`config.mk`:
```
export PLATFORM = sky130hd
export DESIGN_NAME = sscf_div
export DESIGN_NICKNAME = d
export VERILOG_FILES = /design/src/sv/sscf_pkg.sv /design/src/sv/sscf_div.sv
export SDC_FILE = /design/constraint.sdc
export NUM_CORES = 1
export LEC_CHECK = 0
export BUFFER_PORTS_ARGS = -buffer_cell sky130_fd_sc_hd__buf_4
export CAP_MARGIN = 30
export CORE_AREA = 2 2 143 145
export DETAILED_ROUTE_END_ITERATION = 8
export DIE_AREA = 0 0 145 147
export HOLD_SLACK_MARGIN = 0.03
export RECOVER_POWER = 100
export REMOVE_ABC_BUFFERS = 1
export SLEW_MARGIN = 5
export SYNTH_ARGS = -nofsm -noshare
export SYNTH_HDL_FRONTEND = slang
export SYNTH_SLANG_ARGS = --single-unit
```
`constraint.sdc`:
```
create_clock -name i_clk -period 14.94 [get_ports i_clk]
set_clock_uncertainty 0.1 [all_clocks]
set_input_delay 4.482 -clock i_clk [delete_from_list [all_inputs] [get_ports i_clk]]
set_output_delay 4.482 -clock i_clk [all_outputs]
set_load 0.01 [all_outputs]
```
`src/sv/sscf_pkg.sv`:
```
package sscf_pkg;

    localparam logic [1:0] MODE_EVAL  = 2'd0;
    localparam logic [1:0] MODE_LOAD  = 2'd1;
    localparam logic [1:0] MODE_SLIDE = 2'd2;

    localparam int W_IN_DATA  = 264;
    localparam int W_OUT_DATA = 160;

    // per-contact parameter record held in the parameter memory
    typedef struct packed {
        logic [30:0] kn;
        logic [31:0] xn0;
        logic [15:0] mu1;
        logic [15:0] mu2;
        logic [30:0] kt1;
        logic [30:0] kt2;
    } t_params;

    // divider request and response between the top level and the divide unit
    typedef struct packed {
        logic        start;
        logic [50:0] num;
        logic [30:0] den;
    } t_div_req;

    typedef struct packed {
        logic        done;
        logic [50:0] quo;
    } t_div_rsp;

    function automatic logic signed [31:0] sat32(input logic signed [35:0] v);
        if (v > 36'sd2147483647) begin
            return 32'sh7fffffff;
        end else if (v < -36'sd2147483648) begin
            return 32'sh80000000;
        end
        return v[31:0];
    endfunction

endpackage

```
`src/sv/sscf_div.sv`:
```
// restoring divider, one quotient bit per cycle
module sscf_div (
    input  logic               i_clk,
    input  logic               i_rst_n,
    input  sscf_pkg::t_div_req i_req,
    output sscf_pkg::t_div_rsp o_rsp
);
    logic [5:0]  r_cnt;
    logic        r_busy;
    logic        r_done;
    logic [50:0] r_num;
    logic [31:0] r_rem;
    logic [30:0] r_den;
    logic [50:0] r_quo;
    logic [31:0] n_rem_sh;

    assign n_rem_sh = {r_rem[30:0], r_num[50]};

    always_ff @(posedge i_clk) begin
        if (!i_rst_n) begin
            r_busy <= 1'b0;
            r_done <= 1'b0;
            r_cnt  <= '0;
        end else begin
            r_done <= !i_req.start && r_busy && (r_cnt == 6'd1);
            if (i_req.start) begin
                r_busy <= 1'b1;
                r_cnt  <= 6'd51;
                r_num  <= i_req.num;
                r_den  <= i_req.den;
                r_rem  <= '0;
                r_quo  <= '0;
            end else if (r_busy) begin
                r_num <= {r_num[49:0], 1'b0};
                if (n_rem_sh >= {1'b0, r_den}) begin
                    r_rem <= n_rem_sh - {1'b0, r_den};
                    r_quo <= {r_quo[49:0], 1'b1};
                end else begin
                    r_rem <= n_rem_sh;
                    r_quo <= {r_quo[49:0], 1'b0};
                end
                r_cnt <= r_cnt - 6'd1;
                if (r_cnt == 6'd1) begin
                    r_busy <= 1'b0;
                end
            end
        end
    end

    assign o_rsp.done = r_done;
    assign o_rsp.quo  = r_quo;
endmodule

```
# Yosys cells after proc, flatten, opt, wreduce, memory -nomap -nowiden

Cells that the tools add are included.

Add/sub/neg operators: 2
Order comparisons: 1
Equality and inequality tests: 1
Mux-type cells: 11
Bitwise operators: 1
Reductions and logical operators: 7

Operators by type and width:

| operator              | count |
|---|---|
| $mux W51              | 3 |
| $mux W31              | 2 |
| $ge A32 B31 Y1        | 1 |
| $sub A31 B31 Y31      | 1 |
| $mux W6               | 2 |
| $eq A6 B1 Y1 const B  | 1 |
| $sub A6 B1 Y6 const B | 1 |
| $mux W1               | 4 |
| $reduce_and A2 Y1     | 2 |
| $logic_and A1 B1 Y1   | 2 |
| $reduce_bool A2 Y1    | 1 |
| $reduce_or A2 Y1      | 1 |
| $logic_not A1 Y1      | 1 |
| $not A1 Y1            | 1 |

Bits in registers: 172
Bits of input ports: 85
Output and inout port bits: 52

# Depth between registers and ports, before layout

Depth after elaboration: 4
Gate-level depth with buffers: 13
Mapped depth without buffers: 11

# Worst setup path before layout

Ideal clock, no wire load.

Path type: input-to-reg
From: input i_req[82] (netlist name)
To: register r_num[0], enable pin
Library setup time: 0.504 ns
Arrival: 8.081 ns
Data required time: 14.336 ns
Path slack: 6.254 ns
Cell stages on the path: 3
Path buffers: 2
Path through: clkbuf_1 > buf_1 > o21a_1

Cells in the longest elaborated chain, start to end: 2

RTL lines:

| element                      | line           | text |
|---|---|---|
| start: declaration           | sscf_div.sv:5  | `input sscf_pkg::t_div_req i_req,` |
| $reduce_bool A2 Y1 (no line) | -              |  |
| $reduce_and A2 Y1 (no line)  | -              |  |
| end signal: assignment       | sscf_div.sv:29 | `r_num <= i_req.num;` |
| end signal: assignment       | sscf_div.sv:34 | `r_num <= {r_num[49:0], 1'b0};` |
| end: declaration             | sscf_div.sv:11 | `logic [50:0] r_num;` |

Every way passes these cells.
A chain may end at the register's enable or synchronous reset.

# Worst setup path after layout

From: input i_req[82] (netlist name)
To: register r_num[13], data pin

Cells in the longest elaborated chain, start to end: 1

RTL lines:

| element  | line           | text |
|---|---|---|
| $mux W51 | sscf_div.sv:26 | `if (i_req.start) begin` |

Every way passes these cells.

==> metrics.txt <==
DRT Wirelength 19.13 mm; largest family of logic cells by synthesized area compound AO/OA/AOI/OAI gates; total CTS buffers 17; Async S/R FF share, synth 0%; post-synthesis adder-cell area fraction 4.960%; num rows 52; WHS Path Cells 1; Static Leak 3.966 nW; number of synthesized register bits 172; vias in the first global route 6113; critical path required time 15010 ps; fin. max-slew vios 251; status complete, but fails checks; Tot Pwr 1.298 mW; # setup viols final 0; compound-cell area share of the yosys netlist 12.63%; clock-pin slew on the worst setup and hold paths 70 ps; post-synthesis mux area share 6.565%; Final HPWL DP 13.07 mm; utilization after layout 52.54%; R2R Path End r_num[13]; mapped cell area 8728 um^2; worst skew pair latency 430 ps; initial core utilization 43.98%; biggest cell delay along the critical path 2790 ps; R2R depth 3; root buffer cell clkbuf_16; register area share after synthesis 58.26%; reg2reg start r_busy; First-pass DRT Iterations 6; first-pass GRT wire length 31.59 mm; Cell Chain, Critical Path clkbuf_1 -> clkbuf_1 -> clkbuf_1 -> mux2_2; full die area 21320 um^2; Avg Inst Size Synth 12.16 um^2; Sink Count 172; core area 19840 um^2; fin crit period 9765 ps; routed vias/inst 5.294; Synth Flop Type edfxtp_1; slew margin rel. -160.3%; fmax 102.4 MHz; startpoint types input port; unrepaired setup endpoints after global routing no; H-Tree Depth 4; Worst Hold Launch r_num[8]; Crit. End Element flop; TritonCTS clock tree yes; Top Usage Layer GRT met2; final period utilization 65.36%; Min-Delay Endpoint r_num[9]; Slowest-stage cell, CP clkbuf_1; die width 145 um; Synthesis Warnings 0; met3 GRT Util 6.335%; CP arrival 9830 ps; post-route setup TNS 0 ps; critical path peak fanout 85; # diodes 0; Resized cells post-CTS 0; Mapped Cells 718; total congestion overflow 0; area of the multi-input gates 3297 um^2; Via Count 5987; GP Congestion 0.8748; Distinct cells, synth 61; largest net degree at the start of global routing 86; initial DRC count 377; Cell Pwr Density 124.5 nW/um^2; Longest Clk Path Bufs 2; final net count 967; Tightest Pin Transition 3905 ps; DRC 0; CP dominant cell by count clkbuf_1; grt met1 use 24.39%; Post-Synth XOR/XNOR Area 2.408%; Routed WL per cell 16.91 um; Hold Path Class reg -> reg; Hold-fix buffers, CTS 0; final hold violations 0; filler instances 1831; number of synthesized flops with an enable pin 164; Post-CTS Setup Bufs 0; I/O Pins 137; VDD IR max 0.08499 mV; Reg area 5085 um^2; Area growth, synth to finish 19.45%; initial antenna violation count 0; Port Buffers 136; Inst Count DP 1098; layout cell share with drive strength beyond 1 20.33%; Final ANT Viol Nets 0; reg2reg setup slack 10370 ps; die extent in y 147 um; Synth Area in Simple Gates 11.28%; violated checks max-capacitance violations, max-slew violations; All-Layer GR Usage 18.57%; final std cells w/o fill 1131; max-capacitance violation count 5; crit path kind in -> reg; GR Layer Usage met2 29.62%
critical path, delay by kind of cell:
family | cells | cell delay [ps]
buf+inv | 3 | 4840
mux | 1 | 460
layout make-up:
class | instances | share of cell area [%]
clock inverters | 15 | 1.932
well taps | 270 | 3.240
clock buffers | 17 | 4.080
repair buffers | 145 | 8.736
multi-input cells | 467 | 31.62
flip-flops and latches | 172 | 48.77
inverters | 45 | 1.620
cells in the final DEF, fill, tap and decap left out, types with 3 or more instances in the layout:
master     netlist  routed
xnor2_1         17      17
a31oi_1          4       4
bufinv_16        0       3
a21boi_0         6       6
o21bai_1         5       5
clkbuf_16        0      17
nand3_1         30      30
mux2_2          50      50
o21a_1           8       8
and4_1           3       3
nor4_1           3       3
a21oi_1         56      56
and3_1           6       6
o2111ai_1        2       3
inv_6            0       5
inv_1           45      45
a211o_1          3       3
buf_4            4      54
o22ai_1          4       4
xor2_1           7       7
dfxtp_1          8       8
clkbuf_1        20      58
nor3_1          14      14
o21ai_0         15      14
a211oi_1         6       6
nand4_1          5       5
edfxtp_1       164     164
nor2b_1         56      56
nor2_1          18      18
nand2_1         39      39
o21ai_1         21      22
ha_1            33      33
a21o_1          15      15
o211ai_1         7       7
clkbuf_4         0      31
registers in the layout (all words and copies together) (netlist names):
| register | cells |
|---|---|
| r_num | 51 |
| r_quo | 51 |
| r_den | 31 |
| r_rem | 31 |
| r_cnt | 6 |
| r_busy | 1 |
| r_done | 1 |
worst max-delay path by stage:
stage                    from         to  slack [ps]  cells past startpoint
finish              i_req[82]  r_num[13]        5170                      4
global route        i_req[82]  r_num[13]        4690                      4
CTS                 i_req[82]  r_num[13]        8620                      4
detailed placement  i_req[82]   r_num[2]        8160                      4
global placement    i_req[82]   r_num[8]        8220                      4
floorplan             i_rst_n   r_num[0]        6850                      1
synthesized netlist by cell type (7+ instances only):
cell	count	area, um^2
edfxtp_1	164	4925
a21oi_1	56	280.3
nor2b_1	56	350.3
mux2_2	50	563.0
inv_1	45	168.9
nand2_1	39	146.4
ha_1	33	412.9
nand3_1	30	150.1
o21ai_1	21	105.1
clkbuf_1	20	75.07
nor2_1	18	67.56
xnor2_1	17	148.9
a21o_1	15	112.6
o21ai_0	15	75.07
nor3_1	14	70.07
dfxtp_1	8	160.2
o21a_1	8	60.06
o211ai_1	7	52.55
xor2_1	7	61.31
report_power, final:
group          internal (mW)  switching [mW]
combinational          0.103           0.134
sequential             0.574          0.0154
clock                  0.270           0.202
total                  0.947           0.351
cells by family (layout without fill, tap and decap cells):
| logic type | count (synthesis) | after routing |
|---|---|---|
| AND/OR/NAND/NOR | 187 | 187 |
| flip-flops | 172 | 172 |
| AO/OA/AOI/OAI | 171 | 171 |
| buffers and inverters | 79 | 222 |
| multiplexers | 51 | 51 |
| adder cells (fa/ha/maj) | 34 | 34 |
| XOR/XNOR | 24 | 24 |
through the flow:
stage	cell area, um^2	setup WS, ps	hold WS (ps)
2_1_floorplan	8557	6854	396.0
3_3_place_gp	9976	8219	426.3
3_5_place_dp	10000	8156	435.2
4_1_cts	10630	8617	454.6
5_1_grt	10430	4691	473.3
6_report	10430	5175	452.2
layer usage:
| metal | vias to the layer above | wire length [um] |
|---|---|---|
| met2 | 156 | 8991 |
| li1 | 2923 | - |
| met3 | 17 | 1176 |
| met1 | 2891 | 8745 |
| met4 | 0 | 216 |
| met5 | - | 0 |
(Power assumes the default switching activity.)
